## src/hw/rtl/rwl_pkg.sv

```systemverilog
// Shared types and codes for the reader/writer lock arbiter.
`default_nettype none
package rwl_pkg;

  localparam int ID_W    = 8;
  localparam int CNT_W   = 8;
  localparam int WAIT_W  = 5;

  typedef enum logic [1:0] {
    CMD_ACQ_EX  = 2'd0,
    CMD_ACQ_SH  = 2'd1,
    CMD_REL_EX  = 2'd2,
    CMD_REL_SH  = 2'd3
  } cmd_t;

  typedef enum logic [2:0] {
    EV_GRANTED  = 3'd0,
    EV_QUEUED   = 3'd1,
    EV_WAITER   = 3'd2,
    EV_RELEASED = 3'd3,
    EV_ERROR    = 3'd4
  } event_t;

  typedef enum logic [1:0] {
    ST_IDLE,
    ST_WALK,
    ST_FLUSH
  } state_t;

  typedef struct packed {
    event_t              kind;
    logic [ID_W-1:0]     id;
    logic                shared;
    logic [CNT_W-1:0]    owners;
    logic [WAIT_W-1:0]   waiting;
    logic                last;
  } res_t;

endpackage
`default_nettype wire

```

## src/hw/rtl/rwl_ram.sv

```systemverilog
// Generic single-write, single-read memory with registered read data.
`default_nettype none
module rwl_ram #(
  parameter int WIDTH = 9,
  parameter int DEPTH = 16
) (
  input  wire logic                     clk,
  input  wire logic                     wr_en,
  input  wire logic [$clog2(DEPTH)-1:0] wr_addr,
  input  wire logic [WIDTH-1:0]         wr_data,
  input  wire logic                     rd_en,
  input  wire logic [$clog2(DEPTH)-1:0] rd_addr,
  output logic      [WIDTH-1:0]         rd_data
);

  logic [WIDTH-1:0] mem [DEPTH];

  always_ff @(posedge clk) begin
    if (wr_en) begin
      mem[wr_addr] <= wr_data;
    end
    if (rd_en) begin
      rd_data <= mem[rd_addr];
    end
  end

endmodule
`default_nettype wire

```

## src/hw/rtl/rwl_ctrl.sv

```systemverilog
// Lock state, request decisions and the grant walk over the wait queue.
`default_nettype none
module rwl_ctrl #(
  parameter int QUEUE_DEPTH = 16,
  parameter int ID_BITS     = 8,
  parameter int MAX_READERS = 255,
  localparam int HW = $clog2(QUEUE_DEPTH),
  localparam int KB = (ID_BITS < rwl_pkg::ID_W) ? ID_BITS : rwl_pkg::ID_W,
  localparam int EW = KB + 1
) (
  input  wire logic                      clk,
  input  wire logic                      rst,
  input  wire logic                      in_valid,
  output logic                           in_ready,
  input  wire logic [1:0]                cmd,
  input  wire logic [rwl_pkg::ID_W-1:0]  requester_id,
  output logic                           res_valid,
  input  wire logic                      res_ready,
  output rwl_pkg::res_t                  res,
  output logic                           wr_en,
  output logic [HW-1:0]                  wr_addr,
  output logic [EW-1:0]                  wr_data,
  output logic                           rd_en,
  output logic [HW-1:0]                  rd_addr,
  input  wire logic [EW-1:0]             rd_data
);

  localparam int FW = $clog2(QUEUE_DEPTH + 1);
  localparam int RW = $clog2(MAX_READERS + 1);
  localparam logic [FW-1:0] FILL_MAX = FW'(QUEUE_DEPTH);
  localparam logic [RW-1:0] RD_MAX   = RW'(MAX_READERS);
  localparam logic [HW-1:0] HEAD_TOP = HW'(QUEUE_DEPTH - 1);

  rwl_pkg::state_t state, state_next;
  logic [HW-1:0]   head, head_next;
  logic [FW-1:0]   fill, fill_next;
  logic            wh, wh_next;
  logic [RW-1:0]   rt, rt_next;
  rwl_pkg::res_t   pend, pend_next;
  logic            pend_valid, pend_valid_next;

  logic [KB-1:0]   id_keep;
  logic [FW:0]     tail_sum;
  logic [HW-1:0]   tail;
  logic [HW-1:0]   head_inc;
  logic [FW-1:0]   fill_dec;
  logic [RW-1:0]   rt_inc;
  logic [RW-1:0]   rt_dec;
  logic            e_shared;
  rwl_pkg::cmd_t   cmd_c;

  assign cmd_c    = rwl_pkg::cmd_t'(cmd);
  assign id_keep  = requester_id[KB-1:0];
  assign tail_sum = (FW + 1)'(head) + (FW + 1)'(fill);
  assign tail     = (tail_sum >= (FW + 1)'(QUEUE_DEPTH)) ?
                    HW'(tail_sum - (FW + 1)'(QUEUE_DEPTH)) : HW'(tail_sum);
  assign head_inc = (head == HEAD_TOP) ? '0 : head + 1'b1;
  assign fill_dec = fill - 1'b1;
  assign rt_inc   = rt + 1'b1;
  assign rt_dec   = rt - 1'b1;
  assign e_shared = rd_data[EW-1];

  always_ff @(posedge clk) begin
    if (rst) begin
      state      <= rwl_pkg::ST_IDLE;
      head       <= '0;
      fill       <= '0;
      wh         <= 1'b0;
      rt         <= '0;
      pend_valid <= 1'b0;
    end else begin
      state      <= state_next;
      head       <= head_next;
      fill       <= fill_next;
      wh         <= wh_next;
      rt         <= rt_next;
      pend_valid <= pend_valid_next;
    end
    pend <= pend_next;
  end

  always_comb begin
    state_next      = state;
    head_next       = head;
    fill_next       = fill;
    wh_next         = wh;
    rt_next         = rt;
    pend_next       = pend;
    pend_valid_next = pend_valid;
    in_ready        = 1'b0;
    res_valid       = 1'b0;
    res             = pend;
    wr_en           = 1'b0;
    wr_addr         = tail;
    wr_data         = {cmd_c == rwl_pkg::CMD_ACQ_SH, id_keep};
    rd_en           = 1'b0;
    rd_addr         = head;

    unique case (state)
      rwl_pkg::ST_IDLE: begin
        in_ready    = res_ready;
        res.kind    = rwl_pkg::EV_ERROR;
        res.id      = rwl_pkg::ID_W'(id_keep);
        res.shared  = (cmd_c == rwl_pkg::CMD_ACQ_SH) || (cmd_c == rwl_pkg::CMD_REL_SH);
        res.owners  = rwl_pkg::CNT_W'(rt);
        res.waiting = rwl_pkg::WAIT_W'(fill);
        res.last    = 1'b1;
        if (in_valid && res_ready) begin
          res_valid = 1'b1;
          unique case (cmd_c)
            rwl_pkg::CMD_ACQ_EX, rwl_pkg::CMD_ACQ_SH: begin
              if (!wh && fill == '0 && (cmd_c == rwl_pkg::CMD_ACQ_SH || rt == '0)) begin
                if (cmd_c == rwl_pkg::CMD_ACQ_EX) begin
                  wh_next  = 1'b1;
                  res.kind = rwl_pkg::EV_GRANTED;
                end else if (rt != RD_MAX) begin
                  rt_next    = rt_inc;
                  res.owners = rwl_pkg::CNT_W'(rt_inc);
                  res.kind   = rwl_pkg::EV_GRANTED;
                end
              end else if (fill != FILL_MAX) begin
                wr_en       = 1'b1;
                fill_next   = fill + 1'b1;
                res.waiting = rwl_pkg::WAIT_W'(fill + 1'b1);
                res.kind    = rwl_pkg::EV_QUEUED;
              end
            end
            rwl_pkg::CMD_REL_EX: begin
              if (wh && rt == '0) begin
                wh_next  = 1'b0;
                res.kind = rwl_pkg::EV_RELEASED;
                if (fill != '0) begin
                  // start the walk: fetch the head waiter, result comes later
                  res_valid       = 1'b0;
                  rd_en           = 1'b1;
                  pend_valid_next = 1'b0;
                  state_next      = rwl_pkg::ST_WALK;
                end
              end
            end
            rwl_pkg::CMD_REL_SH: begin
              if (rt != '0 && !wh) begin
                rt_next    = rt_dec;
                res.owners = rwl_pkg::CNT_W'(rt_dec);
                res.kind   = rwl_pkg::EV_RELEASED;
                if (rt_dec == '0 && fill != '0) begin
                  res_valid       = 1'b0;
                  rd_en           = 1'b1;
                  pend_valid_next = 1'b0;
                  state_next      = rwl_pkg::ST_WALK;
                end
              end
            end
          endcase
        end
      end

      rwl_pkg::ST_WALK: begin
        // rd_data holds the entry at head; a shared grant is held back in
        // pend until the next entry shows whether it is the last one
        if (res_ready) begin
          if (pend_valid && !e_shared) begin
            res_valid  = 1'b1;
            res.last   = 1'b1;
            state_next = rwl_pkg::ST_IDLE;
          end else if (!pend_valid && !e_shared) begin
            res_valid   = 1'b1;
            res.kind    = rwl_pkg::EV_WAITER;
            res.id      = rwl_pkg::ID_W'(rd_data[KB-1:0]);
            res.shared  = 1'b0;
            res.owners  = rwl_pkg::CNT_W'(rt);
            res.waiting = rwl_pkg::WAIT_W'(fill_dec);
            res.last    = 1'b1;
            head_next   = head_inc;
            fill_next   = fill_dec;
            wh_next     = 1'b1;
            state_next  = rwl_pkg::ST_IDLE;
          end else begin
            res_valid         = pend_valid;
            res.last          = 1'b0;
            head_next         = head_inc;
            fill_next         = fill_dec;
            rt_next           = rt_inc;
            pend_valid_next   = 1'b1;
            pend_next.kind    = rwl_pkg::EV_WAITER;
            pend_next.id      = rwl_pkg::ID_W'(rd_data[KB-1:0]);
            pend_next.shared  = 1'b1;
            pend_next.owners  = rwl_pkg::CNT_W'(rt_inc);
            pend_next.waiting = rwl_pkg::WAIT_W'(fill_dec);
            pend_next.last    = 1'b0;
            if (fill_dec == '0 || rt_inc == RD_MAX) begin
              state_next = rwl_pkg::ST_FLUSH;
            end else begin
              rd_en   = 1'b1;
              rd_addr = head_inc;
            end
          end
        end
      end

      rwl_pkg::ST_FLUSH: begin
        res.last = 1'b1;
        if (res_ready) begin
          res_valid  = 1'b1;
          state_next = rwl_pkg::ST_IDLE;
        end
      end

      default: begin
        state_next = rwl_pkg::ST_IDLE;
      end
    endcase
  end

endmodule
`default_nettype wire

```

## src/hw/rtl/fifo_reader_writer_lock.sv

```systemverilog
// Top level of the reader/writer lock arbiter with a FIFO of waiters.
//
//   channel  dir  handshake           payload
//   in       in   in_valid/in_ready   cmd, requester_id
//   out      out  out_valid/out_ready event_kind, granted_id, grant_shared,
//                                     owner_count, waiting_count, last
//
// A request that gives one result is decided combinationally and lands in the
// output register; the next request is taken in the cycle that result leaves.
// A release that hands the lock to waiters reads the queue memory at the
// head and walks it in the WALK state, one memory read per waiter; a run of
// shared waiters may end in FLUSH. Reset clears the lock state at once; the
// queue memory needs no clearing. A stalled output holds the control in place.
`default_nettype none
module fifo_reader_writer_lock #(
  parameter int QUEUE_DEPTH = 16,
  parameter int ID_BITS     = 8,
  parameter int MAX_READERS = 255
) (
  input  wire logic                          clk,
  input  wire logic                          rst,
  input  wire logic                          in_valid,
  output logic                               in_ready,
  input  wire logic [1:0]                    cmd,
  input  wire logic [rwl_pkg::ID_W-1:0]      requester_id,
  output logic                               out_valid,
  input  wire logic                          out_ready,
  output logic [2:0]                         event_kind,
  output logic [rwl_pkg::ID_W-1:0]           granted_id,
  output logic                               grant_shared,
  output logic [rwl_pkg::CNT_W-1:0]          owner_count,
  output logic [rwl_pkg::WAIT_W-1:0]         waiting_count,
  output logic                               last
);

  localparam int HW = $clog2(QUEUE_DEPTH);
  localparam int KB = (ID_BITS < rwl_pkg::ID_W) ? ID_BITS : rwl_pkg::ID_W;
  localparam int EW = KB + 1;

  logic            res_valid;
  logic            res_ready;
  rwl_pkg::res_t   res;
  rwl_pkg::res_t   out_res;
  logic            wr_en;
  logic [HW-1:0]   wr_addr;
  logic [EW-1:0]   wr_data;
  logic            rd_en;
  logic [HW-1:0]   rd_addr;
  logic [EW-1:0]   rd_data;

  rwl_ctrl #(
    .QUEUE_DEPTH (QUEUE_DEPTH),
    .ID_BITS     (ID_BITS),
    .MAX_READERS (MAX_READERS)
  ) u_ctrl (
    .clk          (clk),
    .rst          (rst),
    .in_valid     (in_valid),
    .in_ready     (in_ready),
    .cmd          (cmd),
    .requester_id (requester_id),
    .res_valid    (res_valid),
    .res_ready    (res_ready),
    .res          (res),
    .wr_en        (wr_en),
    .wr_addr      (wr_addr),
    .wr_data      (wr_data),
    .rd_en        (rd_en),
    .rd_addr      (rd_addr),
    .rd_data      (rd_data)
  );

  rwl_ram #(
    .WIDTH (EW),
    .DEPTH (QUEUE_DEPTH)
  ) u_queue (
    .clk     (clk),
    .wr_en   (wr_en),
    .wr_addr (wr_addr),
    .wr_data (wr_data),
    .rd_en   (rd_en),
    .rd_addr (rd_addr),
    .rd_data (rd_data)
  );

  // output register: load when empty or draining
  assign res_ready = !out_valid || out_ready;

  always_ff @(posedge clk) begin
    if (rst) begin
      out_valid <= 1'b0;
    end else if (res_ready) begin
      out_valid <= res_valid;
    end
    if (res_ready && res_valid) begin
      out_res <= res;
    end
  end

  assign event_kind    = out_res.kind;
  assign granted_id    = out_res.id;
  assign grant_shared  = out_res.shared;
  assign owner_count   = out_res.owners;
  assign waiting_count = out_res.waiting;
  assign last          = out_res.last;

endmodule
`default_nettype wire
```

## config.mk

```make
export PLATFORM = sky130hd
export DESIGN_NAME = fifo_reader_writer_lock
export DESIGN_NICKNAME = d
export VERILOG_FILES = /design/src/hw/rtl/rwl_pkg.sv /design/src/hw/rtl/rwl_ram.sv /design/src/hw/rtl/rwl_ctrl.sv /design/src/hw/rtl/fifo_reader_writer_lock.sv
export SDC_FILE = /design/constraint.sdc
export NUM_CORES = 1
export LEC_CHECK = 0
export BUFFER_PORTS_ARGS = -buffer_cell sky130_fd_sc_hd__buf_2
export CAP_MARGIN = 20
export CORE_UTILIZATION = 25
export CTS_BUF_LIST = sky130_fd_sc_hd__clkbuf_4
export CTS_CLUSTER_DIAMETER = 80
export CTS_CLUSTER_SIZE = 8
export DETAILED_ROUTE_END_ITERATION = 6
export PLACE_DENSITY = 0.46
export SETUP_SLACK_MARGIN = 0.15
export SYNTH_ARGS = -nofsm -noshare
export SYNTH_HDL_FRONTEND = slang
export SYNTH_HIERARCHICAL = 1
export SYNTH_SLANG_ARGS = --single-unit
```

## constraint.sdc

```tcl
create_clock -name clk -period 10.1 [get_ports clk]
set_clock_uncertainty 0.1 [all_clocks]
set_input_delay 0.505 -clock clk [delete_from_list [all_inputs] [get_ports clk]]
set_output_delay 0.505 -clock clk [all_outputs]
set_load 0.03 [all_outputs]
```

# After elaboration in Yosys (flattened, before gate mapping)
# Memories as Yosys holds them, arrays and structs flattened. A register that Yosys moved wholly into a read port is not among the register bits.
# Cells that the tools add are included.
[word_totals]
output_inout_bits = 28
memories = 1
in_bits = 14
reg_bits = 69
wordCells = 187
ram_bits = 144
[classes]
n_mux = 101
n_addsub = 7
bitwise_logic = 2
n_reduce_logical = 35
n_eq_ne = 24
n_lt_le_gt_ge = 1
[memory_table]
columns = ["memory", "words", "word_bits", "read_ports", "rd_clocked_by_memory_dff", "write_ports", "line_no", "rtl"]
rows = [
  ["u_queue.mem", 16, 9, 1, 1, 1, "rwl_ram.sv:16", "logic [WIDTH-1:0] mem [DEPTH];"],
]
[ops]
columns = ["op", "count"]
rows = [
  ["2-to-1 mux 8 bit", 8],
  ["case mux 25 bit (2 select lines)", 1],
  ["2-to-1 mux 22 bit", 2],
  ["2-to-1 mux 1 bit", 43],
  ["case mux 8 bit (2 select lines)", 2],
  ["2-to-1 mux 5 bit", 6],
  ["2-to-1 mux 4 bit", 7],
  ["2-to-1 mux 26 bit", 1],
  ["2-to-1 mux 3 bit", 7],
  ["2-to-1 mux 2 bit", 10],
  ["AND reduction 9 bit", 2],
  ["zero test 8 bit", 2],
  ["case mux 1 bit (2 select lines)", 8],
  ["!= test 3 x 2 -> 1 bit (second input constant)", 5],
  ["2-to-1 mux 13 bit", 1],
  ["zero test 5 bit", 2],
  ["case mux 5 bit (2 select lines)", 1],
  ["AND reduction 10 bit", 1],
  ["logical AND 1 bit", 9],
  ["!= test 3 bit (second input constant)", 3],
  ["case mux 3 bit (3 select lines)", 1],
  ["adder 8 x 1 -> 8 bit (second input constant)", 1],
  ["== test 8 bit (second input constant)", 1],
  ["!= test 2 bit (second input constant)", 4],
  ["28 further kinds", 42],
]

# Longest topological paths before layout
# Gate-level depths: netlist of run 1.
[logic_depth]
word_depth = 9
depth_mapped = 13
depth_no_buf = 10

# Cells and area by module
# The synthesis of run 1 kept the hierarchy.
[by_module_without_submodules]
columns = ["module", "seq_area_each_um2", "area_each_um2", "n_inst", "cells_per_inst"]
rows = [
  ["rwl_ram", 4594.4, 5870.6, 1, 254],
  ["rwl_ctrl", 1051.0, 3691.0, 1, 475],
  ["fifo_reader_writer_lock", 800.8, 835.8, 1, 31],
]

# Worst setup path after synthesis of run 1
# OpenSTA, ideal clock, no wires.
[synth_path]
path_kind = "flip-flop to flip-flop"
startpoint = "register u_ctrl.fill[1]"
endpoint = "register u_queue.rd_data[7] (read register of u_queue.mem) (data pin)"
t_arrival_ns = 3.246
setup_time_ns = 0.259
synth_period_minus_slack_ns = 3.606
n_path_buf = 2
path_stages_with_launch = 13
setup_slack_ns = 6.494
required_ns = 9.741
path_cell_list = "dfxtp_1 inv_1 ha_1 nor3b_1 xor2_1 o41ai_1 nor3_1 mux2_2 buf_6 buf_4 mux4_2 a22oi_1 nand2_1"
[synth_between]
elab_chain_cells = 8
word_cells_on_any_way = 21
classes_between = "add/sub (1); mux (16); reduce/logical (4)"
[synth_rtl]
columns = ["item", "line_no", "rtl"]
rows = [
  ["start, declared", "rwl_ctrl.sv:36", "logic [FW-1:0] fill, fill_next;"],
  ["start signal, assigned", "rwl_ctrl.sv:74", "fill <= fill_next;"],
  ["subtractor 5 x 1 -> 5 bit", "rwl_ctrl.sv:58", "assign fill_dec = fill - 1'b1;"],
  ["via u_ctrl.fill_dec[4]", "rwl_ctrl.sv:46", "logic [FW-1:0] fill_dec;"],
  ["zero test 5 bit", "rwl_ctrl.sv:191", "if (fill_dec == '0 || rt_inc == RD_MAX) begin"],
  ["logical OR 1 bit", "rwl_ctrl.sv:191", ""],
  ["2-to-1 mux 4 bit", "rwl_ctrl.sv:191", ""],
  ["2-to-1 mux 4 bit", "rwl_ctrl.sv:166", "end else if (!pend_valid && !e_shared) begin"],
  ["2-to-1 mux 4 bit", "rwl_ctrl.sv:162", "if (pend_valid && !e_shared) begin"],
  ["2-to-1 mux 4 bit", "rwl_ctrl.sv:161", "if (res_ready) begin"],
  ["2-to-1 mux 4 bit", "rwl_ctrl.sv:99", "unique case (state)"],
  ["via rd_addr[0]", "fifo_reader_writer_lock.sv:48", "logic [HW-1:0] rd_addr;"],
  ["end, declared", "rwl_ram.sv:13", "output logic [WIDTH-1:0] rd_data"],
]
# The timed path passes the listed nets, and every way through them passes these cells.
# A chain may end at the register's enable or synchronous reset.

# Worst setup path after layout of run 1
[layout_path]
startpoint = "register u_ctrl.rt[1]"
endpoint = "register u_queue.rd_data[1] (read register of u_queue.mem) (data pin)"
[layout_between]
elab_chain_cells = 8
word_cells_on_any_way = 25
classes_between = "add/sub (2); eq/ne (1); mux (15); reduce/logical (7)"
[layout_rtl]
columns = ["item", "line_no", "rtl"]
rows = [
  ["start, declared", "rwl_ctrl.sv:38", "logic [RW-1:0] rt, rt_next;"],
  ["start signal, assigned", "rwl_ctrl.sv:76", "rt <= rt_next;"],
  ["adder 8 x 1 -> 8 bit", "rwl_ctrl.sv:59", "assign rt_inc = rt + 1'b1;"],
  ["== test 8 bit", "rwl_ctrl.sv:191", ""],
  ["logical OR 1 bit", "rwl_ctrl.sv:191", ""],
  ["2-to-1 mux 4 bit", "rwl_ctrl.sv:191", ""],
  ["2-to-1 mux 4 bit", "rwl_ctrl.sv:166", ""],
  ["2-to-1 mux 4 bit", "rwl_ctrl.sv:162", ""],
  ["2-to-1 mux 4 bit", "rwl_ctrl.sv:161", ""],
  ["2-to-1 mux 4 bit", "rwl_ctrl.sv:99", ""],
  ["via rd_addr[0]", "fifo_reader_writer_lock.sv:48", ""],
]
# The timed path passes the listed nets, and every way through them passes these cells.

==> results of run 1 <==
## area by class of cell
class | count | area (sq um) | share of cell area
Sequential cell | 222 | 6450 | 0.565
Multi-Input combinational cell | 462 | 3530 | 0.310
Tap cell | 532 | 666 | 0.0584
Clock buffer | 42 | 315 | 0.0277
Timing Repair Buffer | 53 | 299 | 0.0262
Clock inverter | 5 | 76.3 | 0.00670
Inverter | 17 | 63.8 | 0.00560
Antenna cell | 1 | 2.50 | 0.000220
## worst min path at each step
stage                             startpoint                  to  slack (ns)  depth (start not counted)
after detailed placement  u_queue/rd_data[2]     u_ctrl/pend[17]        0.35                          0
after global routing         requester_id[5]  u_queue/mem[11][5]        0.12                          1
after CTS                    requester_id[0]   u_queue/mem[9][0]        0.08                          1
after floorplan           u_queue/rd_data[0]     u_ctrl/pend[15]        0.33                          0
final                        requester_id[5]  u_queue/mem[11][5]        0.14                          1
after global placement    u_queue/rd_data[2]     u_ctrl/pend[17]        0.36                          0
## per-layer routing
layer	vias up	track usage	routed length (um)
met5	-	0	0
met4	0	0.0452	708
met3	46	0.0150	1100
met2	189	0.185	11200
met1	3152	0.167	11800
li1	3012	-	-
## logic make-up (layout without fill, tap and decap cells)
family	Yosys count	count (layout)	synth area share
other	0	1	0
adder cells (fa/ha/maj)	12	12	0.0152
buffers and inverters	76	117	0.0409
multiplexers	48	48	0.0955
AND/OR/NAND/NOR	218	218	0.109
flip-flops	222	222	0.620
XOR/XNOR	23	23	0.0194
AO/OA/AOI/OAI	161	161	0.100
## sequential cells by signal, indices dropped and copies added (netlist names), 2 cells and up
name / flops
u_queue/mem: 144
u_ctrl/pend: 21
u_queue/rd_data: 9
granted_id: 8
owner_count: 8
u_ctrl/rt: 8
u_ctrl/fill: 5
waiting_count: 5
u_ctrl/head: 4
event_kind: 3
u_ctrl/state: 2
## cells in the final DEF (no fill, tap or decap), types with 11 or more instances in the layout
master      n
a21oi_1    28
nand2_1    63
o21ai_0    40
inv_1      17
buf_4      11
buf_2      41
nor2b_1    13
dfxtp_1    22
nand3_1    13
xnor2_1    13
edfxtp_1  200
nor3_1     20
clkbuf_4   42
ha_1       11
mux4_2     21
mux4_1     15
a31oi_1    20
nor2_1     45
a22oi_1    26
## where the power goes
part | total, mW | switching (mW) | leakage [nW] | internal (mW)
registers | 1.03 | 0.0158 | 2.00 | 1.02
logic | 0.156 | 0.105 | 1.39 | 0.0504
clock network | 0.559 | 0.315 | 0.229 | 0.244
## synthesized netlist by cell type (3+ instances only)
master / instances / share of area
edfxtp_1: 200 / 0.58
nand2_1: 63 / 0.023
nor2_1: 45 / 0.016
o21ai_0: 40 / 0.019
a21oi_1: 28 / 0.013
clkbuf_1: 27 / 0.0097
a22oi_1: 26 / 0.019
dfxtp_1: 22 / 0.042
mux4_2: 21 / 0.045
nor3_1: 21 / 0.010
a31oi_1: 20 / 0.012
buf_4: 17 / 0.012
inv_1: 17 / 0.0061
mux4_1: 15 / 0.038
nand3_1: 13 / 0.0063
nor2b_1: 13 / 0.0078
xnor2_1: 13 / 0.011
ha_1: 11 / 0.013
nand4_1: 10 / 0.0060
xor2_1: 10 / 0.0084
a211oi_1: 7 / 0.0051
mux2i_1: 7 / 0.0067
nand2b_1: 7 / 0.0042
or3_1: 6 / 0.0036
mux2_2: 5 / 0.0054
nand3b_1: 5 / 0.0036
a21o_1: 4 / 0.0029
and2_1: 4 / 0.0024
buf_2: 4 / 0.0019
buf_6: 4 / 0.0043
nor3b_1: 3 / 0.0022
nor4_1: 3 / 0.0018
nor4b_1: 3 / 0.0025
o211ai_1: 3 / 0.0022
o31ai_1: 3 / 0.0022
## worst max-delay path, stage by stage (launching register included)
cell and delay (ns):
dfxtp_1 0.68, ha_1 0.48, nand3_1 0.30, nor3b_1 0.32, a211oi_1 0.09, a211oi_1 0.55
nor3_1 0.19, mux2_2 0.28, buf_4 0.57, mux4_1 0.63, a22oi_1 0.28, nand2_1 0.10
==> summary.txt, run 1 <==
Worst relative slew slack: 0.319
Critical Path Fanout Max: 36
Fillers: 4188
Worst Path Class, Setup: flip-flop to flip-flop
Number of synthesized flops with an enable pin: 200
Largest net degree at the start of global routing: 37
Total chip power: 1.75 mW
Final WL: 24.9 mm
Number of global-route vias before repair: 6252
WL per Instance: 18.7 um
Final Slew Violations: 0
Die X: 206 um
Row count: 74
CTS H-tree depth: 2
Clk root buf: clkbuf_4
Syn Nets: 786
Worst vdd ir: 0.0000701 V
Post-DRT Antenna Nets: 0
Final hold violations: 0
Ports: 42
Setup tns final: 0 ns
DIE HEIGHT: 206 um
Pwr dens: 153 mW/mm^2
Final period util: 0.484
Post-CTS setup buffers: 0
Mapped Cells: 760
Mapped cell area: 0.0104 sq mm
Post-layout util: 0.279
# setup viols final: 0
Worst hold path class: input pin to flip-flop
Final GP Congestion: 0.836
Final min period: 4.89 ns
Initial Util: 0.254
TritonCTS buffer count: 34
Worst Setup EP: u_queue/rd_data[1]
# DRC: 0
CP endpoint kind: flip-flop
CTS Hold Buffers Added: 0
First-pass GRT wire length: 38.4 mm
Via density: 4.80
Vias: 6399
Setup crit start: u_ctrl/rt[1]
CTS Buffer Depth: 3
DRT Pass-1 Iters: 5
Worst Hold Slack: 0.137 ns
Post-Place Cell Area: 0.0110 sq mm
CTS tree: done
Synth Warn #: 6
Clock sinks: 222
Lkg Pwr: 3.62 nW
Slew @ Worst Pin: 1.02 ns
DP HPWL: 16.3 mm
Status: finished clean
Register clock-pin slew on the reported worst setup and hold paths: 0.09 ns
Core area: 0.0409 sq mm
Dpl cells: 1285
Fin area: 0.0114 sq mm
Crit Reg-Reg Endpoint: u_queue/rd_data[1]
Ys async rst share: 0
Syn avg cell area: 13.7 sq um
Worst r2r path cells: 11
Nets@finish: 816
Final WS setup: 5.21 ns
Worst Path Arrival: 5.17 ns
RR Startpoint: u_ctrl/rt[1]
Die area: 0.0424 sq mm
Congestion Overflow GR: 0
Layout area overhead: 9.64%
Unique cell type count in the Yosys netlist: 82
Highest Clock Rate: 204 MHz
Number of synthesized register bits: 222
R2R setup slack: 5.21 ns
GRT Total Usage: 0.119
Initial antenna violation count: 1
Crit start category: flip-flop
Setup WS pre-CTS: 5.32 ns
Worst EP required: 10.38 ns
CTS-repair resized insts: 0
RSZ-0062 raised after global routing: false
Max_cap viols: 0
Fin cells: 1334
1st-iter DRT viols: 475
Clock Latency Late Sink: 0.69 ns
Main synth FF type: edfxtp_1
Sequential area share after synthesis: 0.620
Fraction of layout cells with a size suffix above 1: 0.177
Buffers on Ports: 41
Note: power is estimated with default switching activity, not from simulation.
==> inputs of run 2 (changes only) <==
- PLACE_DENSITY: 0.46 -> 0.47
- clock period: 10.1 -> 4.1 ns (I/O delays scaled with it)
==> run 2 against run 1 <==
Against the previous run:
- critical path depth stayed put
- maximum frequency grew 34%
- via count rose by 2.7%
- non-clock buffer count increased by 54
- routed wire length grew 2.8%
- register-to-register slack worse by 4.8 ns
- sequential share of layout area shrank 2.0 points
- first-iteration DRC count down 15%
- die area did not move
- largest cell class unchanged
- cell area increased by 3.7%
- clock power rose by 120%
- critical path type unchanged
- power rose by 140%
==> summary.txt, run 2 (same netlist as run 1, synthesis figures left out) <==
Worst r2r path cells: 11
Worst path top cell family by delay: multiplexers
Worst Hold Slack: 0.299 ns
Clock Latency Late Sink: 0.78 ns
Worst hold endpoint: u_queue/mem[0][0]
Die area: 0.0424 sq mm
Layout area overhead: 13.7%
GRT met1 Usage: 0.171
Worst EP required: 4.46 ns
Register clock-pin slew on the reported worst setup and hold paths: 0.12 ns
Die X: 206 um
CP endpoint kind: flip-flop
Slew @ Worst Pin: 0.930 ns
Row count: 74
Largest registers: u_queue/mem: 144 flops, u_ctrl/pend: 21 flops, u_queue/rd_data: 9 flops
Highest Clock Rate: 273 MHz
Worst Path Arrival: 4.02 ns
Fillers: 4186
Met3 usage: 0.0145
Worst relative slew slack: 0.378
Worst Path Buf+Inv: 2
Final Slew Violations: 0
DP HPWL: 16.9 mm
Max FFs per register: 144
RR Startpoint: u_ctrl/rt[0]
RSZ-0062 raised after global routing: false
Crit Reg-Reg Endpoint: u_queue/rd_data[6]
Area of the multi-input gates: 0.00355 sq mm
Pwr dens: 353 mW/mm^2
Largest net degree at the start of global routing: 37
Status: finished clean
Largest register by flop count: u_queue/mem
Ports: 42
Leading cell type in the layout, fill and taps excluded: edfxtp_1
Most frequent cells in the layout: edfxtp_1, nand2_1, buf_4
Congestion Overflow GR: 0
Max_cap viols: 0
Critical Path Fanout Max: 36
Nets@finish: 867
1st-iter DRT viols: 406
CP max stage delay: 0.59 ns
Core area: 0.0409 sq mm
Slowest CP cell: mux4_1
DIE HEIGHT: 206 um
Initial antenna violation count: 2
Worst hold path class: input pin to flip-flop
Vias: 6573
Final WL: 25.6 mm
Via density: 4.75
First-pass GRT wire length: 39.4 mm
GRT Total Usage: 0.121
Final hold violations: 0
Gr busiest metal: met2
Hold wc startpoint: requester_id[0]
Global routing usage on met2: 0.192
Final min period: 3.66 ns
DRT Pass-1 Iters: 5
Fraction of layout cells with a size suffix above 1: 0.210
WL per Instance: 18.5 um
Lkg Pwr: 3.85 nW
Clk root buf: clkbuf_4
CTS tree: done
Final GP Congestion: 0.843
Clock sinks: 222
Final period util: 0.892
TritonCTS buffer count: 31
CTS Buffer Depth: 3
Initial Util: 0.254
Setup tns final: 0 ns
Number of global-route vias before repair: 6495
# DRC: 0
Buffers on Ports: 41
# setup viols final: 0
Crit start category: flip-flop
FF/Latch Area: 0.00645 sq mm
CTS H-tree depth: 1
R2R setup slack: 0.44 ns
WHS Path Cells: 2
Cell breakdown of the critical path: buf_4, nand4_1, nor4_1, o21ai_0, a211oi_2, nor3_2, mux2_2, buf_12, mux4_1, a22oi_1, nand2_1
Worst Path Class, Setup: flip-flop to flip-flop
Post-DRT Antenna Nets: 0
Worst vdd ir: 0.000161 V
[run 2: report_power, final]
part	total, mW	internal (mW)	switching [mW]
registers	2.52	2.50	0.0208
clock network	1.22	0.460	0.755
logic	0.438	0.154	0.284
[run 2: stage by stage]
| stage | cells | total power, mW | setup WS [ns] | area (sq um) | util |
|---|---|---|---|---|---|
| after floorplan | 760 | 2.86 | 0.494 | 10400 | - |
| after global placement | 1321 | 2.99 | 0.460 | 11300 | 0.276 |
| final | 1385 | 4.18 | 0.441 | 11800 | 0.289 |
| after detailed placement | 1321 | 3.00 | 0.429 | 11300 | 0.276 |
| after CTS | 1381 | 4.24 | 0.357 | 11800 | 0.288 |
| after global routing | 1385 | 4.38 | 0.178 | 11800 | 0.289 |
[run 2: how the worst max path moves through the flow]
stage	from	end	slack, ns	depth (start not counted)
after floorplan	u_ctrl/fill[1]	u_queue/rd_data[7]	0.49	12
after global placement	u_ctrl/rt[0]	u_queue/rd_data[0]	0.46	11
after detailed placement	u_ctrl/fill[1]	u_queue/rd_data[0]	0.43	11
after CTS	u_ctrl/rt[0]	u_queue/rd_data[6]	0.36	11
after global routing	u_ctrl/rt[0]	u_queue/rd_data[6]	0.18	11
final	u_ctrl/rt[0]	u_queue/rd_data[6]	0.44	11
[run 2: repair_timing]
action / in CTS / in global routing
hold endpoints to repair: 155 / 0
hold buffers: 17 / 0
setup endpoints to repair: 0 / 8
gates resized for setup: 0 / 4
buffers inserted: 0 / 1
[run 2: metal layers]
metal  part of all wire  vias up
li1                   -     3111
met1               0.48     3267
met2               0.46      152
met3              0.043       43
met4              0.022        0
met5                  0        -
[run 2: final cells by class]
class                      instances  share of cell area
tap                              532              0.0563
inverter                          17             0.00540
clock buffer                      42              0.0267
sequential                       222               0.545
antenna                            2            0.000423
clock inverter                     1            0.000635
timing repair buffer             107              0.0650
multi-input combinational        462               0.300
